[config.mk]
export PLATFORM = sky130hd
export DESIGN_NAME = i2c_master_bit_engine_core_flat
export DESIGN_NICKNAME = d
export VERILOG_FILES = /design/src/rtl/core/i2cmbe_pkg.sv /design/src/rtl/core/i2cmbe_if.sv /design/src/rtl/core/i2c_master_bit_engine_core.sv /design/src/rtl/core/i2cmbe_step.sv /design/src/flat_wrapper.sv
export SDC_FILE = /design/constraint.sdc
export NUM_CORES = 1
export LEC_CHECK = 0
export ABC_AREA = 1
export BUFFER_PORTS_ARGS = -buffer_cell sky130_fd_sc_hd__buf_2
export CAP_MARGIN = 40
export CORE_AREA = 8 8 105 117
export DETAILED_ROUTE_END_ITERATION = 10
export DIE_AREA = 0 0 113 125
export GPL_TIMING_DRIVEN = 0
export PLACE_DENSITY = 0.8
export SYNTH_ARGS = -nofsm -noshare
export SYNTH_HDL_FRONTEND = slang
export SYNTH_SLANG_ARGS = --single-unit
export TNS_END_PERCENT = 50
[constraint.sdc]
create_clock -name i_clk -period 3 [get_ports i_clk]
set_input_delay 0 -clock i_clk [delete_from_list [all_inputs] [get_ports i_clk]]
set_output_delay 0 -clock i_clk [all_outputs]
set_load 0.03 [all_outputs]
[src/rtl/core/i2cmbe_pkg.sv]
// shared types, opcodes and phase timings for the i2c master bit engine
package i2cmbe_pkg;

    localparam int unsigned OPCODE_W    = 3;
    localparam int unsigned BYTE_W      = 8;
    localparam int unsigned TICKS_W     = 10;
    localparam int unsigned PHASE_W     = 4;
    localparam int unsigned BIT_CNT_W   = 3;
    localparam int unsigned CFG_INDEX_W = 1;
    localparam int unsigned CFG_DATA_W  = 10;

    localparam logic [OPCODE_W-1:0] OP_NONE  = 3'd0;
    localparam logic [OPCODE_W-1:0] OP_START = 3'd1;
    localparam logic [OPCODE_W-1:0] OP_STOP  = 3'd2;
    localparam logic [OPCODE_W-1:0] OP_SEND  = 3'd3;
    localparam logic [OPCODE_W-1:0] OP_READ  = 3'd4;
    localparam logic [OPCODE_W-1:0] OP_WAIT  = 3'd5;

    localparam logic [CFG_INDEX_W-1:0] REG_DELAY_UNIT_TICKS = 1'd0;
    localparam logic [CFG_INDEX_W-1:0] REG_ACK_POLL_LIMIT   = 1'd1;

    localparam logic [TICKS_W-1:0] DELAY_UNIT_TICKS_RST = 10'd1;
    localparam logic [TICKS_W-1:0] ACK_POLL_LIMIT_RST   = 10'd250;

    localparam logic [BIT_CNT_W-1:0] LAST_BIT = 3'd7;

    // phase marks, counted in delay units; send and read restart at entry for each bit
    localparam logic [PHASE_W-1:0] PH_ENTRY      = 4'd0;
    localparam logic [PHASE_W-1:0] PH_START_SDA  = 4'd4;
    localparam logic [PHASE_W-1:0] PH_START_END  = 4'd8;
    localparam logic [PHASE_W-1:0] PH_STOP_RISE  = 4'd4;
    localparam logic [PHASE_W-1:0] PH_STOP_END   = 4'd8;
    localparam logic [PHASE_W-1:0] PH_SEND_HIGH  = 4'd2;
    localparam logic [PHASE_W-1:0] PH_SEND_LOW   = 4'd4;
    localparam logic [PHASE_W-1:0] PH_SEND_NEXT  = 4'd6;
    localparam logic [PHASE_W-1:0] PH_READ_HIGH  = 4'd2;
    localparam logic [PHASE_W-1:0] PH_READ_NEXT  = 4'd3;
    localparam logic [PHASE_W-1:0] PH_RACK_HIGH  = 4'd5;
    localparam logic [PHASE_W-1:0] PH_RACK_END   = 4'd7;
    localparam logic [PHASE_W-1:0] PH_WAIT_HIGH  = 4'd1;
    localparam logic [PHASE_W-1:0] PH_WAIT_POLL  = 4'd2;
    localparam logic [PHASE_W-1:0] PH_WAIT_STOP  = 4'd3;
    localparam logic [PHASE_W-1:0] PH_WAIT_RISE  = 4'd7;
    localparam logic [PHASE_W-1:0] PH_WAIT_END   = 4'd11;

    typedef struct packed {
        logic [OPCODE_W-1:0]  cur_op;
        logic [PHASE_W-1:0]   phase;
        logic [BIT_CNT_W-1:0] bit_count;
        logic [BYTE_W-1:0]    shift_reg;
        logic [TICKS_W-1:0]   delay_count;
        logic [TICKS_W-1:0]   poll_count;
        logic                 scl;
        logic                 sda;
        logic                 sda_oe;
        logic                 ack_choice;
        logic [BYTE_W-1:0]    rx_hold;
    } t_state;

    typedef struct packed {
        logic done;
        logic fail;
    } t_flags;

endpackage

[src/rtl/core/i2cmbe_if.sv]
// request, result and register write channels of the i2c master bit engine
interface i2cmbe_req_if;
    logic                          valid;
    logic                          ready;
    logic [i2cmbe_pkg::OPCODE_W-1:0] opcode;
    logic [i2cmbe_pkg::BYTE_W-1:0]   tx_byte;
    logic                          send_ack;
    logic                          sda_sample;

    modport source (output valid, opcode, tx_byte, send_ack, sda_sample, input ready);
    modport sink   (input valid, opcode, tx_byte, send_ack, sda_sample, output ready);
endinterface

interface i2cmbe_res_if;
    logic                        valid;
    logic                        ready;
    logic                        scl_level;
    logic                        sda_level;
    logic                        sda_drive_enable;
    logic                        ready_res;
    logic                        op_done;
    logic [i2cmbe_pkg::BYTE_W-1:0] rx_byte;
    logic                        ack_failed;

    modport source (output valid, scl_level, sda_level, sda_drive_enable, ready_res,
                    op_done, rx_byte, ack_failed, input ready);
    modport sink   (input valid, scl_level, sda_level, sda_drive_enable, ready_res,
                    op_done, rx_byte, ack_failed, output ready);
endinterface

interface i2cmbe_cfg_if;
    logic                             valid;
    logic                             ready;
    logic [i2cmbe_pkg::CFG_INDEX_W-1:0] index;
    logic [i2cmbe_pkg::CFG_DATA_W-1:0]  data;

    modport source (output valid, index, data, input ready);
    modport sink   (input valid, index, data, output ready);
endinterface

[src/rtl/core/i2c_master_bit_engine_core.sv]
// i2c master bit engine: one request per timebase tick, one result per request
//
// i_req carries one tick of the delay timebase: an opcode (none, start, stop,
// send byte, read byte, wait ack), the byte to send, the ack choice for a read
// and the sampled SDA level. A command is taken only while the engine is idle;
// a command arriving while busy is ignored, but the tick itself still counts.
// o_res returns, for every request, the SCL and SDA drive, the SDA enable,
// the idle flag, command done, the last received byte and the ack failure.
// i_cfg writes delay_unit_ticks (index 0) and ack_poll_limit (index 1); it is
// always ready and is meant to be written while the engine is idle.
// Throughput is one request per cycle while results are taken: a single pass
// of logic feeds the state and result registers, and the result is valid in
// the cycle after its request is taken. When the receiver stalls, the result
// register holds and i_req.ready drops until it is taken; no tick is lost.
// Reset sets SCL, SDA and SDA enable high, the engine idle, delay unit 1 and
// poll limit 250, and empties the result register.
module i2c_master_bit_engine_core (
    input  logic                 i_clk,
    input  logic                 i_rst_n,
    i2cmbe_req_if.sink           i_req,
    i2cmbe_res_if.source         o_res,
    i2cmbe_cfg_if.sink           i_cfg
);

    i2cmbe_pkg::t_state                r_state;
    i2cmbe_pkg::t_state                n_state;
    i2cmbe_pkg::t_flags                step_flags;
    logic [i2cmbe_pkg::TICKS_W-1:0]    r_delay_ticks;
    logic [i2cmbe_pkg::TICKS_W-1:0]    r_poll_limit;
    logic                              r_out_valid;
    logic                              r_scl_level;
    logic                              r_sda_level;
    logic                              r_sda_oe;
    logic                              r_ready_res;
    logic                              r_op_done;
    logic [i2cmbe_pkg::BYTE_W-1:0]     r_rx_byte;
    logic                              r_ack_failed;
    logic                              req_take;

    assign i_req.ready = !r_out_valid || o_res.ready;
    assign req_take    = i_req.valid && i_req.ready;
    assign i_cfg.ready = 1'b1;

    i2cmbe_step u_step (
        .i_state       (r_state),
        .i_delay_ticks (r_delay_ticks),
        .i_poll_limit  (r_poll_limit),
        .i_opcode      (i_req.opcode),
        .i_tx_byte     (i_req.tx_byte),
        .i_send_ack    (i_req.send_ack),
        .i_sda_sample  (i_req.sda_sample),
        .o_state       (n_state),
        .o_flags       (step_flags)
    );

    // engine state
    always_ff @(posedge i_clk) begin
        if (!i_rst_n) begin
            r_state <= '{cur_op: i2cmbe_pkg::OP_NONE, phase: i2cmbe_pkg::PH_ENTRY,
                         bit_count: '0, shift_reg: '0, delay_count: '0,
                         poll_count: '0, scl: 1'b1, sda: 1'b1, sda_oe: 1'b1,
                         ack_choice: 1'b0, rx_hold: '0};
        end else if (req_take) begin
            r_state <= n_state;
        end
    end

    // configuration registers
    always_ff @(posedge i_clk) begin
        if (!i_rst_n) begin
            r_delay_ticks <= i2cmbe_pkg::DELAY_UNIT_TICKS_RST;
            r_poll_limit  <= i2cmbe_pkg::ACK_POLL_LIMIT_RST;
        end else if (i_cfg.valid) begin
            unique case (i_cfg.index)
                i2cmbe_pkg::REG_DELAY_UNIT_TICKS: r_delay_ticks <= i_cfg.data;
                i2cmbe_pkg::REG_ACK_POLL_LIMIT:   r_poll_limit  <= i_cfg.data;
                default: ;
            endcase
        end
    end

    // result register
    always_ff @(posedge i_clk) begin
        if (!i_rst_n) begin
            r_out_valid <= 1'b0;
        end else if (req_take) begin
            r_out_valid <= 1'b1;
        end else if (o_res.ready) begin
            r_out_valid <= 1'b0;
        end
    end

    always_ff @(posedge i_clk) begin
        if (req_take) begin
            r_scl_level  <= n_state.scl;
            r_sda_level  <= n_state.sda;
            r_sda_oe     <= n_state.sda_oe;
            r_ready_res  <= (n_state.cur_op == i2cmbe_pkg::OP_NONE);
            r_op_done    <= step_flags.done;
            r_rx_byte    <= n_state.rx_hold;
            r_ack_failed <= step_flags.fail;
        end
    end

    assign o_res.valid            = r_out_valid;
    assign o_res.scl_level        = r_scl_level;
    assign o_res.sda_level        = r_sda_level;
    assign o_res.sda_drive_enable = r_sda_oe;
    assign o_res.ready_res        = r_ready_res;
    assign o_res.op_done          = r_op_done;
    assign o_res.rx_byte          = r_rx_byte;
    assign o_res.ack_failed       = r_ack_failed;

`ifndef SYNTHESIS
    a_idle_flag_tracks_state: assert property (@(posedge i_clk) disable iff (!i_rst_n)
        o_res.valid |-> (o_res.ready_res == (r_state.cur_op == i2cmbe_pkg::OP_NONE)))
        else $error("idle flag disagrees with engine state");

    a_fail_after_stop: assert property (@(posedge i_clk) disable iff (!i_rst_n)
        (o_res.valid && o_res.ack_failed) |->
            (o_res.op_done && o_res.scl_level && o_res.sda_level && o_res.sda_drive_enable))
        else $error("ack failure without a completed stop condition");

    a_phase_in_range: assert property (@(posedge i_clk) disable iff (!i_rst_n)
        r_state.phase <= i2cmbe_pkg::PH_WAIT_END)
        else $error("phase beyond the longest sequence");

    a_state_holds_on_stall: assert property (@(posedge i_clk) disable iff (!i_rst_n)
        !req_take |=> $stable(r_state))
        else $error("engine state moved without a request");
`endif

endmodule

[src/rtl/core/i2cmbe_step.sv]
// next state of the bit engine for one timebase tick
module i2cmbe_step (
    input  i2cmbe_pkg::t_state                      i_state,
    input  logic [i2cmbe_pkg::TICKS_W-1:0]          i_delay_ticks,
    input  logic [i2cmbe_pkg::TICKS_W-1:0]          i_poll_limit,
    input  logic [i2cmbe_pkg::OPCODE_W-1:0]         i_opcode,
    input  logic [i2cmbe_pkg::BYTE_W-1:0]           i_tx_byte,
    input  logic                                    i_send_ack,
    input  logic                                    i_sda_sample,
    output i2cmbe_pkg::t_state                      o_state,
    output i2cmbe_pkg::t_flags                      o_flags
);

    i2cmbe_pkg::t_state                n;
    logic                              enter;
    logic                              done;
    logic                              fail;
    logic [i2cmbe_pkg::TICKS_W-1:0]    delay_inc;

    always_comb begin
        n         = i_state;
        enter     = 1'b0;
        done      = 1'b0;
        fail      = 1'b0;
        delay_inc = i_state.delay_count + 1'b1;

        // advance timing
        if (i_state.cur_op == i2cmbe_pkg::OP_NONE) begin
            if (i_opcode == i2cmbe_pkg::OP_START || i_opcode == i2cmbe_pkg::OP_STOP ||
                i_opcode == i2cmbe_pkg::OP_SEND  || i_opcode == i2cmbe_pkg::OP_READ ||
                i_opcode == i2cmbe_pkg::OP_WAIT) begin
                n.cur_op      = i_opcode;
                n.phase       = i2cmbe_pkg::PH_ENTRY;
                n.delay_count = '0;
                n.poll_count  = '0;
                n.bit_count   = '0;
                if (i_opcode == i2cmbe_pkg::OP_SEND) begin
                    n.shift_reg = i_tx_byte;
                end
                if (i_opcode == i2cmbe_pkg::OP_READ) begin
                    n.shift_reg  = '0;
                    n.ack_choice = i_send_ack;
                end
                enter = 1'b1;
            end
        end else if (i_state.cur_op == i2cmbe_pkg::OP_WAIT &&
                     i_state.phase == i2cmbe_pkg::PH_WAIT_POLL) begin
            if (!i_sda_sample) begin
                n.scl = 1'b0;
                done  = 1'b1;
            end else if (i_state.poll_count >= i_poll_limit) begin
                n.phase       = i2cmbe_pkg::PH_WAIT_STOP;
                n.delay_count = '0;
                enter         = 1'b1;
            end else begin
                n.poll_count = i_state.poll_count + 1'b1;
            end
        end else if (delay_inc >= i_delay_ticks) begin
            n.delay_count = '0;
            n.phase       = i_state.phase + 1'b1;
            enter         = 1'b1;
        end else begin
            n.delay_count = delay_inc;
        end

        // actions on entering a phase
        if (enter) begin
            unique case (n.cur_op)
                i2cmbe_pkg::OP_START: begin
                    if (n.phase == i2cmbe_pkg::PH_ENTRY) begin
                        n.sda_oe = 1'b1;
                        n.sda    = 1'b1;
                        n.scl    = 1'b1;
                    end else if (n.phase == i2cmbe_pkg::PH_START_SDA) begin
                        n.sda = 1'b0;
                    end else if (n.phase >= i2cmbe_pkg::PH_START_END) begin
                        n.scl = 1'b0;
                        done  = 1'b1;
                    end
                end
                i2cmbe_pkg::OP_STOP: begin
                    if (n.phase == i2cmbe_pkg::PH_ENTRY) begin
                        n.sda_oe = 1'b1;
                        n.scl    = 1'b0;
                        n.sda    = 1'b0;
                    end else if (n.phase == i2cmbe_pkg::PH_STOP_RISE) begin
                        n.scl = 1'b1;
                        n.sda = 1'b1;
                    end else if (n.phase >= i2cmbe_pkg::PH_STOP_END) begin
                        done = 1'b1;
                    end
                end
                i2cmbe_pkg::OP_SEND: begin
                    if (n.phase == i2cmbe_pkg::PH_ENTRY) begin
                        n.sda_oe    = 1'b1;
                        n.scl       = 1'b0;
                        n.sda       = n.shift_reg[i2cmbe_pkg::BYTE_W-1];
                        n.shift_reg = {n.shift_reg[i2cmbe_pkg::BYTE_W-2:0], 1'b0};
                    end else if (n.phase == i2cmbe_pkg::PH_SEND_HIGH) begin
                        n.scl = 1'b1;
                    end else if (n.phase == i2cmbe_pkg::PH_SEND_LOW) begin
                        n.scl = 1'b0;
                    end else if (n.phase >= i2cmbe_pkg::PH_SEND_NEXT) begin
                        if (n.bit_count >= i2cmbe_pkg::LAST_BIT) begin
                            done = 1'b1;
                        end else begin
                            n.bit_count = n.bit_count + 1'b1;
                            n.phase     = i2cmbe_pkg::PH_ENTRY;
                            n.scl       = 1'b0;
                            n.sda       = n.shift_reg[i2cmbe_pkg::BYTE_W-1];
                            n.shift_reg = {n.shift_reg[i2cmbe_pkg::BYTE_W-2:0], 1'b0};
                        end
                    end
                end
                i2cmbe_pkg::OP_READ: begin
                    if (n.phase == i2cmbe_pkg::PH_ENTRY) begin
                        n.sda_oe = 1'b0;
                        n.scl    = 1'b0;
                    end else if (n.phase == i2cmbe_pkg::PH_READ_HIGH) begin
                        n.scl       = 1'b1;
                        n.shift_reg = {n.shift_reg[i2cmbe_pkg::BYTE_W-2:0], i_sda_sample};
                    end else if (n.phase == i2cmbe_pkg::PH_READ_NEXT) begin
                        n.scl = 1'b0;
                        if (n.bit_count < i2cmbe_pkg::LAST_BIT) begin
                            n.bit_count = n.bit_count + 1'b1;
                            n.phase     = i2cmbe_pkg::PH_ENTRY;
                        end else begin
                            // acknowledge slot: ack drives low, nack high
                            n.sda_oe = 1'b1;
                            n.sda    = ~n.ack_choice;
                        end
                    end else if (n.phase == i2cmbe_pkg::PH_RACK_HIGH) begin
                        n.scl = 1'b1;
                    end else if (n.phase >= i2cmbe_pkg::PH_RACK_END) begin
                        n.scl     = 1'b0;
                        n.rx_hold = n.shift_reg;
                        done      = 1'b1;
                    end
                end
                i2cmbe_pkg::OP_WAIT: begin
                    if (n.phase == i2cmbe_pkg::PH_ENTRY) begin
                        n.sda_oe = 1'b0;
                        n.sda    = 1'b1;
                    end else if (n.phase == i2cmbe_pkg::PH_WAIT_HIGH) begin
                        n.scl = 1'b1;
                    end else if (n.phase == i2cmbe_pkg::PH_WAIT_STOP) begin
                        n.sda_oe = 1'b1;
                        n.scl    = 1'b0;
                        n.sda    = 1'b0;
                    end else if (n.phase == i2cmbe_pkg::PH_WAIT_RISE) begin
                        n.scl = 1'b1;
                        n.sda = 1'b1;
                    end else if (n.phase >= i2cmbe_pkg::PH_WAIT_END) begin
                        done = 1'b1;
                        fail = 1'b1;
                    end
                end
                default: begin
                    done = 1'b1;
                end
            endcase
        end

        if (done) begin
            n.cur_op      = i2cmbe_pkg::OP_NONE;
            n.phase       = i2cmbe_pkg::PH_ENTRY;
            n.delay_count = '0;
        end
    end

    assign o_state      = n;
    assign o_flags.done = done;
    assign o_flags.fail = fail;

endmodule

[src/flat_wrapper.sv]
// flat-port wrapper written by rule: the top's interface ports become plain ports
module i2c_master_bit_engine_core_flat 
  (i_clk, i_rst_n, i_req_valid, i_req_opcode, i_req_tx_byte, i_req_send_ack, i_req_sda_sample, i_req_ready, o_res_valid, o_res_scl_level, o_res_sda_level, o_res_sda_drive_enable, o_res_ready_res, o_res_op_done, o_res_rx_byte, o_res_ack_failed, o_res_ready, i_cfg_valid, i_cfg_index, i_cfg_data, i_cfg_ready);
  i2cmbe_req_if i_req_i ();
  i2cmbe_res_if o_res_i ();
  i2cmbe_cfg_if i_cfg_i ();
  input  logic i_clk;
  input  logic i_rst_n;
  input wire logic [$bits(i_req_i.valid)-1:0] i_req_valid;
  input wire logic [$bits(i_req_i.opcode)-1:0] i_req_opcode;
  input wire logic [$bits(i_req_i.tx_byte)-1:0] i_req_tx_byte;
  input wire logic [$bits(i_req_i.send_ack)-1:0] i_req_send_ack;
  input wire logic [$bits(i_req_i.sda_sample)-1:0] i_req_sda_sample;
  output wire logic [$bits(i_req_i.ready)-1:0] i_req_ready;
  output wire logic [$bits(o_res_i.valid)-1:0] o_res_valid;
  output wire logic [$bits(o_res_i.scl_level)-1:0] o_res_scl_level;
  output wire logic [$bits(o_res_i.sda_level)-1:0] o_res_sda_level;
  output wire logic [$bits(o_res_i.sda_drive_enable)-1:0] o_res_sda_drive_enable;
  output wire logic [$bits(o_res_i.ready_res)-1:0] o_res_ready_res;
  output wire logic [$bits(o_res_i.op_done)-1:0] o_res_op_done;
  output wire logic [$bits(o_res_i.rx_byte)-1:0] o_res_rx_byte;
  output wire logic [$bits(o_res_i.ack_failed)-1:0] o_res_ack_failed;
  input wire logic [$bits(o_res_i.ready)-1:0] o_res_ready;
  input wire logic [$bits(i_cfg_i.valid)-1:0] i_cfg_valid;
  input wire logic [$bits(i_cfg_i.index)-1:0] i_cfg_index;
  input wire logic [$bits(i_cfg_i.data)-1:0] i_cfg_data;
  output wire logic [$bits(i_cfg_i.ready)-1:0] i_cfg_ready;
  assign i_req_i.valid = i_req_valid;
  assign i_req_i.opcode = i_req_opcode;
  assign i_req_i.tx_byte = i_req_tx_byte;
  assign i_req_i.send_ack = i_req_send_ack;
  assign i_req_i.sda_sample = i_req_sda_sample;
  assign i_req_ready = i_req_i.ready;
  assign o_res_valid = o_res_i.valid;
  assign o_res_scl_level = o_res_i.scl_level;
  assign o_res_sda_level = o_res_i.sda_level;
  assign o_res_sda_drive_enable = o_res_i.sda_drive_enable;
  assign o_res_ready_res = o_res_i.ready_res;
  assign o_res_op_done = o_res_i.op_done;
  assign o_res_rx_byte = o_res_i.rx_byte;
  assign o_res_ack_failed = o_res_i.ack_failed;
  assign o_res_i.ready = o_res_ready;
  assign i_cfg_i.valid = i_cfg_valid;
  assign i_cfg_i.index = i_cfg_index;
  assign i_cfg_i.data = i_cfg_data;
  assign i_cfg_ready = i_cfg_i.ready;
  i2c_master_bit_engine_core u_core (.i_clk(i_clk), .i_rst_n(i_rst_n), .i_req(i_req_i), .o_res(o_res_i), .i_cfg(i_cfg_i));
endmodule
### After elaboration in Yosys (flattened, before gate mapping)

Index checks and enable logic that the tools add are counted.

| cells by class | value |
|---|---|
| $add $sub $neg | 4 |
| magnitude comparators | 8 |
| equality and inequality tests | 23 |
| mux-type cells | 111 |
| bitwise gates (word level) | 4 |
| reductions and logical operators | 20 |

Operator list:

| cell | number |
|---|---|
| 15-bit 2-to-1 mux | 6 |
| 8-bit 2-to-1 mux | 11 |
| 20-bit 2-to-1 mux | 4 |
| 1-bit 2-to-1 mux | 54 |
| 10-bit 2-to-1 mux | 5 |
| 38-bit 2-to-1 mux | 1 |
| 7-bit 2-to-1 mux | 5 |
| 15-bit one-hot mux with 2 select lines | 1 |
| 2-bit 2-to-1 mux | 13 |
| 11-bit 2-to-1 mux | 2 |
| 10-bit by 1-bit adder with 10-bit output, second input constant | 2 |
| 10-bit >= comparator | 2 |
| 4-bit 2-to-1 mux | 5 |
| 3-bit == test, second input constant | 5 |
| 3-bit one-hot mux with 5 select lines | 1 |
| 3-bit by 2-bit == test with 1-bit output, second input constant | 4 |
| 4-bit by 2-bit == test with 1-bit output, second input constant | 3 |
| 4-bit by 3-bit == test with 1-bit output, second input constant | 3 |
| 4-bit by 3-bit >= comparator with 1-bit output, second input constant | 2 |
| 4-bit >= comparator, second input constant | 2 |
| 3-bit by 1-bit == test with 1-bit output, second input constant | 2 |
| 3-bit logical NOT | 2 |
| 3-bit 2-to-1 mux | 2 |
| 2-bit nonzero test | 3 |
| 21 further kinds | 30 |

| storage, ports and cells | value |
|---|---|
| register bits after elaboration | 85 |
| output and inout bits | 17 |

### Longest topological paths before layout

| logic depth | value |
|---|---|
| depth after elaboration | 17 |
| mapped depth | 28 |
| gate-level depth less buffers | 27 |

### Modules after synthesis

Synthesis repeated with hierarchy kept, for this count alone.

| second synthesis, totals | value |
|---|---|
| cell total of the unflattened synthesis | 954 |
| area total of the unflattened synthesis | 6134.6 µm² |

By module, submodules not included:

| module | instances | cells an instance | area each (µm²) | sequential area each (µm²) |
|---|---|---|---|---|
| i2c_master_bit_engine_core | 1 | 433 | 3378.2 | 1841.8 |
| i2cmbe_step | 1 | 521 | 2756.4 | 0.0 |

### Least setup slack after synthesis

No wires, ideal clock.

| path | value |
|---|---|
| kind | reg-to-reg |
| from | register u_core.r_state[24] (netlist name) |
| to | register u_core.r_sda_level (netlist: u_core.o_res.sda_level), data pin |
| data arrival time | 2.894 ns |
| setup slack | -0.156 ns |
| cell stages (with the launch flop) | 22 |
| path buffers | 1 |
| path through | dfxtp_1 -> nand2_1 -> nor2_1 -> nand4_1 -> nand3b_1 -> xor2_1 -> inv_1 -> ha_1 -> a21o_1 -> nor2_1 -> nand3_2 -> nand2_1 -> nand2_1 -> nand2_1 -> nand2_2 -> inv_1 -> nor2_4 -> nand2_4 -> nand2_4 -> buf_6 -> o21ai_0 -> a21boi_1 |

RTL lines:

| element | line | RTL |
|---|---|---|
| start: declaration | i2c_master_bit_engine_core.sv:25 | `i2cmbe_pkg::t_state r_state;` |
| start signal: assignment | i2c_master_bit_engine_core.sv:59 | `r_state <= '{cur_op: i2cmbe_pkg::OP_NONE, phase: i2cmbe_pkg::PH_ENTRY,` |
| start signal: assignment | i2c_master_bit_engine_core.sv:64 | `r_state <= n_state;` |
| end signal: assignment | i2c_master_bit_engine_core.sv:96 | `r_sda_level <= n_state.sda;` |
| end: declaration | i2c_master_bit_engine_core.sv:32 | `logic r_sda_level;` |

### Final worst setup path

| path | value |
|---|---|
| from | register u_core.r_state[23] (netlist name) |
| to | register u_core.r_state[34] (netlist name) |

| on the way | value |
|---|---|
| longest elaborated chain between the ends | 12 |
| elaborated cells on any way between the ends | 20 |

Ends and longest elaborated chain:

| element | line | RTL |
|---|---|---|
| 10-bit by 1-bit adder with 10-bit output * | i2cmbe_step.sv:25 | `delay_inc = i_state.delay_count + 1'b1;` |
| 10-bit >= comparator * | i2cmbe_step.sv:58 | `end else if (delay_inc >= i_delay_ticks) begin` |
| 4-bit 2-to-1 mux | i2cmbe_step.sv:58 |  |
| 4-bit 2-to-1 mux | i2cmbe_step.sv:46 | `end else if (i_state.cur_op == i2cmbe_pkg::OP_WAIT &&` |
| 4-bit 2-to-1 mux | i2cmbe_step.sv:28 | `if (i_state.cur_op == i2cmbe_pkg::OP_NONE) begin` |
| 4-bit by 3-bit >= comparator with 1-bit output | i2cmbe_step.sv:103 | `end else if (n.phase >= i2cmbe_pkg::PH_SEND_NEXT) begin` |
| 15-bit 2-to-1 mux | i2cmbe_step.sv:103 |  |
| 15-bit 2-to-1 mux | i2cmbe_step.sv:101 | `end else if (n.phase == i2cmbe_pkg::PH_SEND_LOW) begin` |
| 15-bit 2-to-1 mux | i2cmbe_step.sv:99 | `end else if (n.phase == i2cmbe_pkg::PH_SEND_HIGH) begin` |
| 8-bit 2-to-1 mux | i2cmbe_step.sv:94 | `if (n.phase == i2cmbe_pkg::PH_ENTRY) begin` |
| 15-bit one-hot mux with 2 select lines | i2cmbe_step.sv:68 | `unique case (n.cur_op)` |
| 15-bit 2-to-1 mux * | i2cmbe_step.sv:67 | `if (enter) begin` |

Mark *: on every way between the ends. The rest lies on a longest branch, timed or not.
A chain may end at the register's enable or synchronous reset.

==> impl_summary.txt <==
----------------------------------------------------
[Run status]
  Outcome ... finished, violations left
  Failing checks ... setup timing

[Worst setup path]
  Cells along the critical path ... ha_4 > nand3_4 > nor2_4 > nand4_1 > xor2_2 > ha_4 > nand2_4 > nor2_4 > nand3_2 > nand3_4 > nand2_2 > nand2_2 > nand2_2 > nand2_4 > inv_6 > nor2_4 > nand2_4 > nand2_4 > buf_6 > o21ai_2 > a21oi_1 > o21ai_1 > a21oi_1
  Bufs and invs on worst path ... 2
  Required time of the critical path ... 3280 ps
  Arrival time at the worst endpoint ... 3720 ps
  Reg-to-reg setup timing slack ... -440 ps
  Max FO, Critical Path ... 7
  Worst setup path category ... reg -> reg
  Critical path's largest stage delay ... 380 ps
  Critical register-to-register path startpoint ... u_core.r_state[23]$_SDFFE_PN0P_
  Capturing point of the worst reg2reg path ... u_core.r_state[34]$_SDFFE_PN0P_
  Top Family by Delay on Critical Path ... simple AND/OR/NAND/NOR gates
  Worst reg-to-reg path cell count ... 23
  Kind of capture point of the worst setup path ... register
  Slowest stage cell on the critical path ... sky130_fd_sc_hd__dfxtp_4
  Cell with the most instances on the worst path ... sky130_fd_sc_hd__nand2_4
  Critical Path Source Type ... register

[Timing]
  Final worst setup slack ... -435 ps
  Final critical-path share of the clock period ... 115%
  Slew headroom ... 51.3%
  Number of pins with negative max-slew slack in the final report ... 0
  Worst Tran Pin Value ... 731 ps
  Final setup violation count ... 53
  Final Skew ... 8.17 ps
  Highest clock frequency the design can meet ... 0.291 GHz
  Count of endpoints failing hold in the final timing report ... 0
  RSZ-0062 raised after global routing ... yes
  Post-layout min period ... 3440 ps
  Final TNS setup ... -16740 ps

[Logic synthesis]
  Count of synthesis-stage warnings from yosys ... 0
  Fraction of the mapped netlist area in simple logic gates ... 28.2%
  Average cell area after synthesis ... 6.86 um2
  Share of the synthesized area in the top cell type ... 25.6%
  Share of flip-flops with an asynchronous set or reset ... 0%
  Combinational family with the most area after synthesis ... simple AND/OR/NAND/NOR gates
  Post-synthesis compound-gate area fraction ... 20.3%
  Post-synth top area cell ... sky130_fd_sc_hd__dfxtp_1
  Proportion of synthesized area in mux cells ... 0.203%
  Number of synthesized flops with an enable pin ... 14
  Synth Area in XOR/XNOR ... 1.58%
  Number of synthesized register bits ... 85
  Part of the Yosys area used for sequential elements ... 33.1%
  Netlist area before placement ... 0.00556 mm2
  Post-synthesis share of cell area spent on full adders, half adders and majority gates ... 5.85%
  Syn_nets ... 865
  Most used DFF post-synth ... sky130_fd_sc_hd__dfxtp_1
  Number of standard cells after synthesis ... 810
  Cells taking the most area after synthesis ... sky130_fd_sc_hd__dfxtp_1 (26%), sky130_fd_sc_hd__nand2_1 (11%), sky130_fd_sc_hd__inv_1 (7.6%), sky130_fd_sc_hd__edfxtp_1 (7.6%), sky130_fd_sc_hd__a21oi_1 (6.3%)
  Number of different library cells in the post-synthesis netlist ... 50

[Global route]
  Wire length of the first global-routing pass ... 27200 um
  Total congestion overflow after global routing ... 0
  Initial antenna violation count ... 0
  Vias in the first global route ... 5705
  Total track usage ... 23.6%
  Pin count of the biggest net entering global routing ... 15

[Cells and area]
  Final design area excluding fillers ... 0.00716 mm2
  ANT cells ... 0
  P&R area growth vs syn ... 28.9%
  Proportion of layout cells with a drive suffix above 1 ... 25.0%
  Final layout net count ... 971
  Fillers ... 841
  Commonest non-fill, non-tap cells in the layout ... sky130_fd_sc_hd__nand2_1 (144), sky130_fd_sc_hd__inv_1 (107), sky130_fd_sc_hd__dfxtp_1 (66)
  Count of non-filler cells in the finished layout ... 1047
  Most common library cell in the layout ignoring fill and taps ... sky130_fd_sc_hd__nand2_1

[Pwr]
  Worst IR Drop VDD ... 0.345 mV
  Leakage dissipation ... 3.25 nW
  Power per Cell Area ... 538 mW/mm2
  Cell Int Power ... 0.00255 W
  Total power of the final layout ... 0.00385 W
  Power share of the sequential group ... 33.7%
  Net switching power ... 0.00130 W
  Share of total power consumed by net switching ... 33.8%
  Portion of total power attributed to combinational logic ... 31.5%
  Clock Power Share ... 34.8%

[Floorplan]
  Std-Cell Rows ... 40
  Area enclosed by the die boundary ... 0.0141 mm2
  Height of the die ... 125 um
  Initial Util ... 52.9%
  Die Span X ... 113 um
  Top-Level Pins ... 46
  Core Box Area ... 0.0105 mm2

[Placement]
  Routability-driven placement congestion ratio ... 0.962
  Worst setup slack after placement ... -446 ps
  Placed Cells ... 981
  IO buf count ... 43
  HPWL after DPL ... 10800 um
  Placed cell area ... 0.00600 mm2

[Drt]
  Violation count after the first detailed-route iteration ... 585
  DR vias/cell ... 5.62
  Vias after detailed routing ... 5886
  Antenna Nets Post-Route ... 0
  Wire length per cell after detailed routing ... 16.1 um
  Wire length after detailed routing ... 16900 um
  Detailed-routing iteration count for the pre-antenna-repair pass ... 5
  DRC ... 0

[Hold path]
  Worst hold endpoint ... u_core.r_poll_limit[9]$_SDFFE_PN0P_
  Type of the worst min-delay path ... in -> reg
  Startpoint of the most critical hold path ... i_cfg_valid
  Min-Delay Path Depth ... 3

[CTS]
  Number of H-tree levels ... 3
  Total number of clock tree sinks ... 85
  Number of buffers on the longest clock path ... 2
  Source-to-sink clock delay at the later pin of the worst-skew pair ... 350 ps
  CTS buffer count ... 9
  Clock-pin transition on the worst setup and hold timing paths ... 70 ps
  Clock root buffer ... sky130_fd_sc_hd__clkbuf_16
  CTS tree ... built

[Job]
  Max_cap viols ... 0

----------------------------------------------------
## Yosys cell counts, types with 9 or more instances
master                     number
sky130_fd_sc_hd__xor2_1         9
sky130_fd_sc_hd__nand3_1       41
sky130_fd_sc_hd__a21oi_1       70
sky130_fd_sc_hd__nand2_2       14
sky130_fd_sc_hd__nor3_1        12
sky130_fd_sc_hd__nand2_1      163
sky130_fd_sc_hd__ha_1          26
sky130_fd_sc_hd__nor2_1        72
sky130_fd_sc_hd__o21ai_1       20
sky130_fd_sc_hd__o211ai_1      13
sky130_fd_sc_hd__o21ai_0       63
sky130_fd_sc_hd__inv_1        113
sky130_fd_sc_hd__edfxtp_1      14
sky130_fd_sc_hd__dfxtp_1       71
sky130_fd_sc_hd__inv_2         11
sky130_fd_sc_hd__clkbuf_1      17
## metal layers
layer	wire, um	track usage (%)	up-vias
li1	-	-	2875
met1	6640	26.8	2698
met2	8450	41.3	250
met3	1150	4.67	63
met4	657	11.1	0
met5	0	0	-
## worst max path at each step
stage | slack [ps] | depth (start not counted) | start | end
after detailed placement | -450 | 22 | u_core.r_state[22]$_SDFFE_PN0P_ | u_core.r_state[35]$_SDFFE_PN0P_
after global placement | -410 | 23 | u_core.r_state[23]$_SDFFE_PN0P_ | u_core.r_state[35]$_SDFFE_PN0P_
final | -440 | 23 | u_core.r_state[23]$_SDFFE_PN0P_ | u_core.r_state[34]$_SDFFE_PN0P_
after global routing | -630 | 24 | u_core.r_state[23]$_SDFFE_PN0P_ | u_core.r_state[11]$_SDFFE_PN1P_
after CTS | -280 | 25 | u_core.r_state[23]$_SDFFE_PN0P_ | u_core.r_state[31]$_SDFFE_PN0P_
after floorplan | 2 | 23 | u_core.r_state[23]$_SDFFE_PN0P_ | u_core.o_res.sda_level$_DFFE_PP_
## flip-flops by register name (all words and copies together) (netlist names), 8 cells and up
signal	cells
u_core.r_state	50
u_core.o_res.rx_byte	8
u_core.r_poll_limit	10
u_core.r_delay_ticks	10
## through the flow
step                      utilization (%)  hold slack, ps
after CTS                            65.5            76.8
after detailed placement             57.1             231
after floorplan                         -             126
after global routing                 68.2             138
final                                68.2             119
after global placement               56.9             229
## worst reg2reg max path, stage by stage (launching register included)
cell and delay (ps):
sky130_fd_sc_hd__dfxtp_4 380, sky130_fd_sc_hd__ha_4 150, sky130_fd_sc_hd__nand3_4 80, sky130_fd_sc_hd__nor2_4 120
sky130_fd_sc_hd__nand4_1 160, sky130_fd_sc_hd__xor2_2 260, sky130_fd_sc_hd__ha_4 290, sky130_fd_sc_hd__nand2_4 60
sky130_fd_sc_hd__nor2_4 120, sky130_fd_sc_hd__nand3_2 120, sky130_fd_sc_hd__nand3_4 160, sky130_fd_sc_hd__nand2_2 70
sky130_fd_sc_hd__nand2_2 60, sky130_fd_sc_hd__nand2_2 60, sky130_fd_sc_hd__nand2_4 140, sky130_fd_sc_hd__inv_6 60
sky130_fd_sc_hd__nor2_4 230, sky130_fd_sc_hd__nand2_4 140, sky130_fd_sc_hd__nand2_4 150, sky130_fd_sc_hd__buf_6 120
sky130_fd_sc_hd__o21ai_2 40, sky130_fd_sc_hd__a21oi_1 140, sky130_fd_sc_hd__o21ai_1 110, sky130_fd_sc_hd__a21oi_1 150
## power groups by stage
stage	clock [W]	combinational, W	sequential (W)
6_report	0.00134	0.00121	0.00130
5_1_grt	0.00140	0.00131	0.00131
4_1_cts	0.00135	0.00107	0.00130
3_5_place_dp	0	0.000888	0.00133
3_3_place_gp	0	0.000874	0.00132
2_1_floorplan	0	0.000635	0.00135
## layout make-up
| cell class | instances | area, um2 | area share, % |
|---|---|---|---|
| multi-input cells | 576 | 3490 | 48.8 |
| well taps | 126 | 158 | 2.20 |
| clock inverters | 5 | 105 | 1.47 |
| plain buffers | 24 | 135 | 1.89 |
| flip-flops and latches | 85 | 1860 | 25.9 |
| inverters | 125 | 477 | 6.66 |
| clock buffers | 11 | 253 | 3.53 |
| repair buffers | 95 | 686 | 9.57 |
## cell families after synthesis
group                    after synthesis
multiplexers                           1
AND/OR/NAND/NOR                      340
XOR/XNOR                              10
buffers and inverters                149
AO/OA/AOI/OAI                        198
adder cells (fa/ha/maj)               26
flip-flops                            85
other                                  1
## what timing repair did
item                                    CTS  global route
endpoints found under the hold margin    19             0
gates resized for setup                  51            63
pin swaps                                35            38
endpoints found under the setup margin   53            53
buffers inserted                         26             8
hold buffers                             12             0
gates cloned                              4             0
No activity file was read; power rests on OpenSTA's default activity.
